$ cat src/ctf_pkg.sv
// Package for the CRC-16 trailer framer: CRC constants, beat type and the
// byte-wide CRC-16/CCITT update. No dependencies.
`default_nettype none

package ctf_pkg;

    localparam logic [15:0] CRC_INIT  = 16'hFFFF;
    localparam logic [15:0] CRC_POLY  = 16'h1021;
    localparam int          BYTE_W    = 8;
    localparam int          CRC_W     = 16;

    // Position of an output beat within the results of one input item.
    typedef enum logic [1:0] {
        BEAT_DATA = 2'd0,
        BEAT_HIGH = 2'd1,
        BEAT_LOW  = 2'd2
    } t_beat;

    // Advance the CRC over one byte, MSB first.
    function automatic logic [CRC_W-1:0] crc16_byte(input logic [CRC_W-1:0] crc,
                                                    input logic [BYTE_W-1:0] b);
        logic [CRC_W-1:0] c;
        c = crc ^ {b, {(CRC_W-BYTE_W){1'b0}}};
        for (int i = 0; i < BYTE_W; i++) begin
            c = c[CRC_W-1] ? ({c[CRC_W-2:0], 1'b0} ^ CRC_POLY) : {c[CRC_W-2:0], 1'b0};
        end
        return c;
    endfunction

endpackage

`default_nettype wire

$ cat src/crc16_trailer_framer.sv
// Top level of the CRC-16 trailer framer: passes payload bytes through and
// appends a two-byte CRC-16/CCITT trailer per frame. Depends on ctf_pkg.
//
//  channel | direction | tdata         | tuser       | tlast
//  --------+-----------+---------------+-------------+----------
//  s       | in        | data_byte[7:0]| cmd         | frame_end
//  m       | out       | out_byte[7:0] | is_trailer  | out_last
//
// A payload byte passes through the input stage and takes one beat on the
// output; a byte that closes a frame, or an empty-frame command, holds the
// input stage for three or two beats respectively while the trailer drains.
// The output register is the only limit on rate: one beat per cycle when the
// sink is ready. Reset (synchronous, active low) empties both stages and sets
// the running CRC to 0xFFFF. A stall on the m side holds the output register
// and, once the input stage is also full, drops s tready.
`default_nettype none

module crc16_trailer_framer
    import ctf_pkg::*;
(
    input  wire logic              i_clk,
    input  wire logic              i_rst_n,
    // slave side
    input  wire logic              i_s_tvalid,
    output logic                   o_s_tready,
    input  wire logic [BYTE_W-1:0] i_s_tdata,   // [7:0] data_byte
    input  wire logic              i_s_tuser,   // [0] cmd
    input  wire logic              i_s_tlast,   // frame_end
    // master side
    output logic                   o_m_tvalid,
    input  wire logic              i_m_tready,
    output logic [BYTE_W-1:0]      o_m_tdata,   // [7:0] out_byte
    output logic                   o_m_tuser,   // [0] is_trailer
    output logic                   o_m_tlast    // out_last
);

    // running CRC over the open frame
    logic [CRC_W-1:0]  r_crc, n_crc;

    // input stage: one accepted item and the beat it is about to emit
    logic              r_stg_valid;
    t_beat             r_stg_beat;
    logic [BYTE_W-1:0] r_stg_byte;
    logic [CRC_W-1:0]  r_stg_crc;     // trailer value for this item
    logic              r_stg_end;     // item closes a frame

    // output register
    logic              r_out_valid;
    logic [BYTE_W-1:0] r_out_byte;
    logic              r_out_trl;
    logic              r_out_last;

    logic              s_accept;
    logic              out_load;
    logic              beat_final;
    logic [CRC_W-1:0]  crc_upd;
    logic [BYTE_W-1:0] beat_byte;

    assign crc_upd = crc16_byte(r_crc, i_s_tdata);

    // The last beat of an item is the low trailer byte, or the payload beat
    // of a byte that does not close its frame.
    assign beat_final = (r_stg_beat == BEAT_LOW) || ((r_stg_beat == BEAT_DATA) && !r_stg_end);

    // Move a beat whenever the output register is empty or being drained.
    assign out_load   = r_stg_valid && (!r_out_valid || i_m_tready);
    assign o_s_tready = !r_stg_valid || (out_load && beat_final);
    assign s_accept   = i_s_tvalid && o_s_tready;

    always_comb begin
        unique case (r_stg_beat)
            BEAT_DATA: beat_byte = r_stg_byte;
            BEAT_HIGH: beat_byte = r_stg_crc[CRC_W-1:BYTE_W];
            BEAT_LOW:  beat_byte = r_stg_crc[BYTE_W-1:0];
            default:   beat_byte = r_stg_byte;
        endcase
    end

    // Restart the CRC whenever a trailer is scheduled, else fold in the byte.
    always_comb begin
        n_crc = r_crc;
        if (s_accept) begin
            if (i_s_tuser || i_s_tlast) begin
                n_crc = CRC_INIT;
            end else begin
                n_crc = crc_upd;
            end
        end
    end

    always_ff @(posedge i_clk) begin
        if (!i_rst_n) begin
            r_crc       <= CRC_INIT;
            r_stg_valid <= 1'b0;
            r_stg_beat  <= BEAT_DATA;
            r_out_valid <= 1'b0;
        end else begin
            r_crc <= n_crc;

            // input stage
            if (s_accept) begin
                r_stg_valid <= 1'b1;
                r_stg_byte  <= i_s_tdata;
                r_stg_end   <= i_s_tuser || i_s_tlast;
                if (i_s_tuser) begin
                    r_stg_beat <= BEAT_HIGH;
                    r_stg_crc  <= r_crc;
                end else begin
                    r_stg_beat <= BEAT_DATA;
                    r_stg_crc  <= crc_upd;
                end
            end else if (out_load) begin
                if (beat_final) begin
                    r_stg_valid <= 1'b0;
                end else if (r_stg_beat == BEAT_DATA) begin
                    r_stg_beat <= BEAT_HIGH;
                end else begin
                    r_stg_beat <= BEAT_LOW;
                end
            end

            // output register
            if (out_load) begin
                r_out_valid <= 1'b1;
                r_out_byte  <= beat_byte;
                r_out_trl   <= (r_stg_beat != BEAT_DATA);
                r_out_last  <= (r_stg_beat == BEAT_LOW);
            end else if (i_m_tready) begin
                r_out_valid <= 1'b0;
            end
        end
    end

    assign o_m_tvalid = r_out_valid;
    assign o_m_tdata  = r_out_byte;
    assign o_m_tuser  = r_out_trl;
    assign o_m_tlast  = r_out_last;

endmodule

`default_nettype wire

$ cat config.mk
export PLATFORM = sky130hd
export DESIGN_NAME = crc16_trailer_framer
export DESIGN_NICKNAME = d
export VERILOG_FILES = /design/src/ctf_pkg.sv /design/src/crc16_trailer_framer.sv
export SDC_FILE = /design/constraint.sdc
export NUM_CORES = 1
export LEC_CHECK = 0
export ABC_AREA = 1
export BUFFER_PORTS_ARGS = -buffer_cell sky130_fd_sc_hd__buf_2
export CORE_AREA = 4 4 74 76
export DETAILED_ROUTE_END_ITERATION = 7
export DIE_AREA = 0 0 78 80
export GPL_TIMING_DRIVEN = 1
export PLACE_DENSITY = 0.85
export SYNTH_ARGS = -nofsm -noshare
export SYNTH_HDL_FRONTEND = slang
export SYNTH_SLANG_ARGS = --single-unit
$ cat constraint.sdc
create_clock -name i_clk -period 3.5 [get_ports i_clk]
set_input_delay 0 -clock i_clk [delete_from_list [all_inputs] [get_ports i_clk]]
set_output_delay 0 -clock i_clk [all_outputs]
set_load 0.01 [all_outputs]
==> metrics.md, run 1 <==
| Metric | Value |
|---|---|
| Resize count post-CTS | `0` |
| Worst hold path class | `input port to flip-flop` |
| Final WL | `5570 um` |
| RSZ-0062 raised after global routing | `no` |
| Leak pwr | `0.00140 uW` |
| Crit path required time | `3.49 ns` |
| Placer Congestion | `0.877` |
| IO Pins | `26` |
| Cells after synthesis | `328` |
| WL/cell | `13.1 um` |
| DRC | `0` |
| Chip Width | `78 um` |
| Fmax | `468 MHz` |
| CP Buf/Inv Count | `2` |
| Synthesized Nets | `345` |
| GRT Util Overall | `19.5%` |
| Largest stage delay, worst path | `0.38 ns` |
| Final Hold Fails | `0` |
| CP Capture Type | `flip-flop` |
| Port bufs | `25` |
| Die footprint | `6240 sq um` |
| Routed Antenna Nets | `0` |
| Cell variety after synth | `26` |
| Layout cell share with drive strength beyond 1 | `12.3%` |
| CP top delay family | `simple AND/OR/NAND/NOR gates` |
| Status | `complete, no violations` |
| Most frequent cells in the layout | `122 x nand2_1, 35 x inv_1, 35 x edfxtp_1` |
| Sequential power share | `54.9%` |
| # fillers | `376` |
| Sequential-to-total area share from yosys stat | `53.9%` |
| CTS tree | `built` |
| H-tree Lvls | `2` |
| Starting DRT DRC Count | `179` |
| Setup violations, final | `0` |
| Core Area | `4720 sq um` |
| Arrival time of the worst setup path | `2.12 ns` |
| Sw power | `403 uW` |
| Setup TNS Final | `0 ns` |
| Fin crit period | `2.14 ns` |
| Register bit total from synthesis | `55` |
| Main synth FF type | `edfxtp_1` |
| Most common cell after layout, fill and taps aside | `nand2_1` |
| Vias in the first global route | `2,044` |
| GR Overflow Total | `0` |
| Maxcap violations | `0` |
| Switching part of the total | `28.8%` |
| Initial Utilization | `57.1%` |
| Syn avg cell area | `8.22 sq um` |
| Post-CTS setup buffers | `0` |
| First-pass iteration count of the detailed router | `4` |
| EDFF count, synth | `35` |
| Clock power frac | `26.5%` |
| First-pass GRT wire length | `9500 um` |
| CTS clock-pin slew for the worst setup and hold paths | `0.10 ns` |
| Cts bufs inserted | `5` |
| Pint | `996 uW` |
| Initial antenna violation count | `0` |
| Worst path slowest cell | `ha_1` |
| Cell Rows | `25` |
| Clk_lat worst skew | `0.31 ns` |
| Die Height | `80 um` |
| Via/cell ratio | `5.20` |
| Top cell by count, worst path | `nand2_4` |
| Netlist Area Pre-Place | `2700 sq um` |
| Finished Layout Cells | `425` |
| Final Max Tran Viols | `0` |
| Clk_skew | `0.00950 ns` |
| Routed via count | `2,210` |
| Final cycle utilization of the critical path | `61.1%` |
| Clk buf depth | `2` |
| TritonCTS Sinks | `55` |
| Nets@finish | `374` |
| Critical path class | `flip-flop to flip-flop` |
| Largest net degree at the start of global routing | `27` |
| YS warnings | `0` |
| Hold buffers post-CTS | `9` |
| Dpl cells | `408` |
| Root Driver | `clkbuf_8` |
| CP max FO | `25` |
| Startpoint class of the critical path | `flip-flop` |
| Slew margin rel. | `45.2%` |
| PwrDens | `463 nW/um^2` |
| Worst Tran Pin Value | `0.819 ns` |
| Layout Area Growth over Synthesis | `12.2%` |
| Dpl hpwl | `3890 um` |
| # diodes | `0` |
| Share of flip-flops with an asynchronous set or reset | `0%` |
| Worst-path cell chain | `inv_1 -> ha_1 -> o21bai_4 -> nand2_2 -> nand2_4 -> nand2_4 -> nor2_2 -> buf_4` |
| Logic pwr share | `18.6%` |
| Max VDD drop | `0.196 mV` |
cells in the mapped netlist (2+ instances only):
cell / count / share of area [%]
nand2_1: 122 / 17
edfxtp_1: 35 / 39
inv_1: 35 / 4.9
nand3_1: 28 / 5.2
dfxtp_1: 20 / 15
nor2_1: 19 / 2.6
o21ai_0: 16 / 3.0
a31oi_1: 13 / 3.0
a21oi_1: 11 / 2.0
buf_2: 4 / 0.74
buf_6: 3 / 1.3
clkbuf_1: 3 / 0.42
ha_1: 3 / 1.4
buf_1: 2 / 0.28
nand2_4: 2 / 0.84
or2_2: 2 / 0.46
stage by stage:
step	power [uW]	setup slack, ns	hold slack, ns	util [%]	instance area [sq um]
after global placement	1020	1.53	0.215	60.0	2830
after CTS	1400	1.37	0.00248	64.0	3020
after global routing	1480	1.21	0.0366	64.0	3020
after detailed placement	1030	1.39	0.217	60.0	2830
final	1400	1.36	0.00832	64.0	3020
after floorplan	970	0.868	0.0989	-	2700
sequential cells by signal, summed over array words and instances, names as in the netlist:
| name | count |
|---|---|
| o_m_tdata | 8 |
| o_m_tlast | 1 |
| o_m_tuser | 1 |
| o_m_tvalid | 1 |
| r_crc | 16 |
| r_stg_beat | 2 |
| r_stg_byte | 8 |
| r_stg_crc | 16 |
| r_stg_end | 1 |
| r_stg_valid | 1 |
logic make-up (layout without fill, tap and decap cells):
logic type	Yosys count	count (layout)	share of synthesized area [%]
flops	55	55	53.9
xor+xnor	2	2	0.650
simple gates	175	175	26.7
buf+inv	50	80	8.12
fa+ha+maj	3	3	1.39
compound gates	43	43	9.24
power by group through the flow:
stage,Combinational (uW),Clock [uW],Sequential [uW]
after CTS,258,378,767
after global placement,242,0,779
after detailed placement,249,0,782
after global routing,298,405,772
final,261,371,768
after floorplan,190,0,780
worst register-to-register path, cell delays in order, from the launching register on:
cell and delay, ns:
dfxtp_1 0.36, inv_1 0.10, ha_1 0.38, o21bai_4 0.21, nand2_2 0.08, nand2_4 0.08, nand2_4 0.17, nor2_2 0.14
buf_4 0.32
path summary, 6_finish.rpt:
kind,from,depth (start not counted),endpoint,slack [ns]
worst max-delay path,r_stg_beat[0],8,r_stg_crc[10],1.36
worst min register to register,r_crc[13],2,r_crc[13],0.51
worst max register to register,r_stg_beat[0],8,r_stg_crc[10],1.36
worst min-delay path,i_m_tready,4,o_m_tvalid,0.008
layer usage:
metal  GRT usage (%)  wire length, um
met1            26.2             2540
met2            31.4             2630
met3            4.29              308
met4            6.29               91
met5               0                0
cell type report:
cell class | instances | area, sq um | share of cell area (%)
Sequential cell | 55 | 1450 | 48.0
Multi-Input combinational cell | 223 | 1030 | 34.0
Timing Repair Buffer | 35 | 223 | 7.37
Inverter | 37 | 139 | 4.59
Tap cell | 67 | 83.8 | 2.77
Clock buffer | 6 | 82.6 | 2.73
Clock inverter | 2 | 16.3 | 0.538
Note: power is estimated with default switching activity, not from simulation.
==> run 2: changes to the inputs <==
ABC_AREA = 0   (was 1)
CORE_AREA = 4 4 75 77   (was 4 4 74 76)
DIE_AREA = 0 0 79 81   (was 0 0 78 80)
PLACE_DENSITY = 0.81   (was 0.85)
clock period = 1.9 ns   (was 3.5 ns; I/O delays follow)
==> metrics.md, run 2 <==
| Metric | Value |
|---|---|
| GRT Util Overall | `15.2% (-4.3 points)` |
| Critical R2R Launch | `r_stg_beat[0]` |
| Final Max Tran Viols | `0 (unchanged)` |
| Setup violations, final | `0 (unchanged)` |
| Worst hold path class | `input port to flip-flop` |
| Setup TNS Final | `0 ns (unchanged)` |
| CP Capture Type | `flip-flop` |
| Root Driver | `clkbuf_8` |
| Synth top cells by count | `35 x edfxtp_1, 20 x dfxtp_1, 18 x nor2_1` |
| Share of flip-flops with an asynchronous set or reset | `0% (unchanged)` |
| Vias in the first global route | `1,493 (-27%)` |
| Final cycle utilization of the critical path | `94.3% (+33 points)` |
| YS warnings | `0 (unchanged)` |
| Cell variety after synth | `35 (+35%)` |
| Worst-path cell chain | `inv_1 -> ha_1 -> and2b_1 -> o21ai_4 -> a21boi_4 -> buf_4 -> a311oi_2 -> nor3_2` |
| Core Area | `5010 sq um (+6.1%)` |
| First-pass GRT wire length | `7400 um (-22%)` |
| Final Hold Fails | `0 (unchanged)` |
| Status | `complete, no violations` |
| Slew margin rel. | `67.4% (+22 points)` |
| Worst Tran Pin Value | `0.489 ns (-0.330 ns)` |
| WL/cell | `14.3 um (+9.1%)` |
| Register bit total from synthesis | `55 (unchanged)` |
| Routed Antenna Nets | `0 (unchanged)` |
| DRC | `0 (unchanged)` |
| GR Overflow Total | `0 (unchanged)` |
| Cells after synthesis | `207 (-37%)` |
| Clk_lat worst skew | `0.30 ns (about the same)` |
| Cts bufs inserted | `5 (unchanged)` |
| Main synth FF type | `edfxtp_1` |
| Port bufs | `25 (unchanged)` |
| Top flop regs | `r_crc x16, r_stg_crc x16` |
| Via/cell ratio | `5.12 (-1.6%)` |
| Leak pwr | `0.00110 uW (-22%)` |
| Clk buf depth | `2 (unchanged)` |
| TritonCTS Sinks | `55 (unchanged)` |
| Critical path class | `flip-flop to flip-flop` |
| Die footprint | `6400 sq um (+2.5%)` |
| Placer Congestion | `0.836 (-4.7%)` |
| First-pass iteration count of the detailed router | `4 (unchanged)` |
| Most common cell after layout, fill and taps aside | `edfxtp_1` |
| Startpoint class of the critical path | `flip-flop` |
| Max VDD drop | `0.430 mV (+120%)` |
| Worst path slowest cell | `dfxtp_2` |
| Hold Startpoint | `i_m_tready` |
| Synthesized Nets | `224 (-35%)` |
| Largest stage delay, worst path | `0.38 ns (about the same)` |
| Dpl hpwl | `3140 um (-19%)` |
| CP max FO | `8 (-68%)` |
| Maxcap violations | `0 (unchanged)` |
| Worst setup startpoint | `r_stg_beat[0]` |
| Clk_skew | `0.00543 ns (-0.00406 ns)` |
| Share of the synthesized area in the top cell type | `42.2% (+3.2 points)` |
| CTS clock-pin slew for the worst setup and hold paths | `0.10 ns (about the same)` |
| Dominant cell type by area after synthesis | `edfxtp_1` |
| PwrDens | `881 nW/um^2 (+90%)` |
| Layout cell share with drive strength beyond 1 | `23.1% (+11 points)` |
| Cell with the most instances after synthesis | `edfxtp_1` |
| Cell Rows | `26 (+4.0%)` |
| Routed via count | `1,596 (-28%)` |
| EDFF count, synth | `35 (unchanged)` |
| Worst hold slack | `0.0259 ns (+0.0176 ns)` |
| Netlist Area Pre-Place | `2490 sq um (-7.7%)` |
| RSZ-0062 raised after global routing | `no` |
| # fillers | `427 (+14%)` |
| Layout Area Growth over Synthesis | `17.3%` |
| # diodes | `0 (unchanged)` |
| Syn avg cell area | `12.0 sq um (+46%)` |
| Largest net degree at the start of global routing | `27 (unchanged)` |
| Most frequent cells in the layout | `35 x edfxtp_1, 25 x buf_2, 19 x dfxtp_1` |
| Top cells by area, synth | `edfxtp_1 42%, dfxtp_1 16%, xnor2_1 4.9%, xnor2_2 3.3%, a2bb2oi_1 2.8%` |
| Chip Width | `79 um (+1.3%)` |
| Die Height | `81 um (+1.3%)` |
| IO Pins | `26 (unchanged)` |
| Fmax | `558 MHz (+19%)` |
| Arrival time of the worst setup path | `1.99 ns (-0.13 ns)` |
| Nets@finish | `258 (-31%)` |
| Fin crit period | `1.79 ns (-0.346 ns)` |
| H-tree Lvls | `2 (unchanged)` |
| Starting DRT DRC Count | `108 (-40%)` |
| Initial antenna violation count | `0 (unchanged)` |
| Crit path required time | `2.09 ns (-1.40 ns)` |
| Sequential-to-total area share from yosys stat | `58.3% (+4.5 points)` |
| Final WL | `4460 um (-20%)` |
| CTS tree | `built` |
| Initial Utilization | `49.7% (-7.4 points)` |
-- run 2: changes by cell type in the layout (fill, tap and decap cells not counted), moves of 8 or more --
cell | before | now
a31oi_1 | 13 | 0
xnor2_1 | 1 | 14
nand3_1 | 28 | 1
inv_1 | 35 | 7
a22oi_1 | 0 | 8
o21ai_0 | 16 | 5
nand2_1 | 122 | 9
a2bb2oi_1 | 0 | 8
o21ai_1 | 1 | 13
-- run 2: final timing paths --
| path | end | cells past startpoint | slack, ns |
|---|---|---|---|
| min | o_m_tvalid | 3 | 0.03 |
| min reg2reg | r_crc[7] | 1 | 0.52 |
| max reg2reg | r_stg_beat[0] | 8 | 0.11 |
| max | r_stg_beat[0] | 8 | 0.11 |
-- run 2: stage by stage --
stage | util, % | power [uW] | instances | instance area [sq um] | worst slack [ns]
after global routing | 58.3 | 2690 | 312 | 2920 | 0.00234
after CTS | 57.7 | 2590 | 311 | 2890 | 0.00420
final | 58.3 | 2570 | 312 | 2920 | 0.109
after global placement | 53.5 | 1790 | 294 | 2680 | 0.156
after floorplan | - | 1690 | 207 | 2490 | 0.0232
after detailed placement | 53.5 | 1800 | 294 | 2680 | 0.0240
-- run 2: logic make-up after synthesis --
family	after synthesis	share of synthesized area, %
fa+ha+maj	3	1.51
flops	55	58.3
buf+inv	20	3.47
simple gates	48	9.75
compound gates	49	12.6
xor+xnor	24	10.9
mux	8	3.47
-- run 2: where the power goes --
| group | internal [uW] | switching (uW) | total, uW |
|---|---|---|---|
| Combinational | 188 | 233 | 421 |
| Sequential | 1350 | 30.6 | 1380 |
| Clock | 397 | 374 | 771 |
| Total | 1940 | 637 | 2570 |
-- run 2: per-layer routing --
layer	track usage, %	routed length [um]	vias to the layer above
met3	2.77	197	6
met1	19.9	1980	741
li1	-	-	804
met5	0	0	-
met2	24.6	2200	45
met4	7.39	78	0
-- run 2: layout make-up --
type | count | area, sq um | area share [%]
Clock buffer | 5 | 68.8 | 2.36
Multi-Input combinational cell | 133 | 986 | 33.8
Sequential cell | 55 | 1450 | 49.7
Timing Repair Buffer | 39 | 253 | 8.65
Inverter | 7 | 26.3 | 0.900
Clock inverter | 3 | 46.3 | 1.59
Tap cell | 70 | 87.6 | 3.00
-- run 2: what timing repair did --
action,in CTS,in global routing
hold buffers,9,0
pin swaps,1,1
setup buffers,0,0
endpoints found under the hold margin,9,0
gates resized for setup,1,5
gates cloned,0,1
endpoints found under the setup margin,1,36
-- run 2: worst max-delay path, delay by kind of cell (launching register included) --
family	cells	cell delay, ns
and+or+nand+nor	2	0.28
DFF	1	0.38
AOI/OAI and AO/OA	3	0.57
adders and majority gates	1	0.21
buffers and inverters	2	0.26
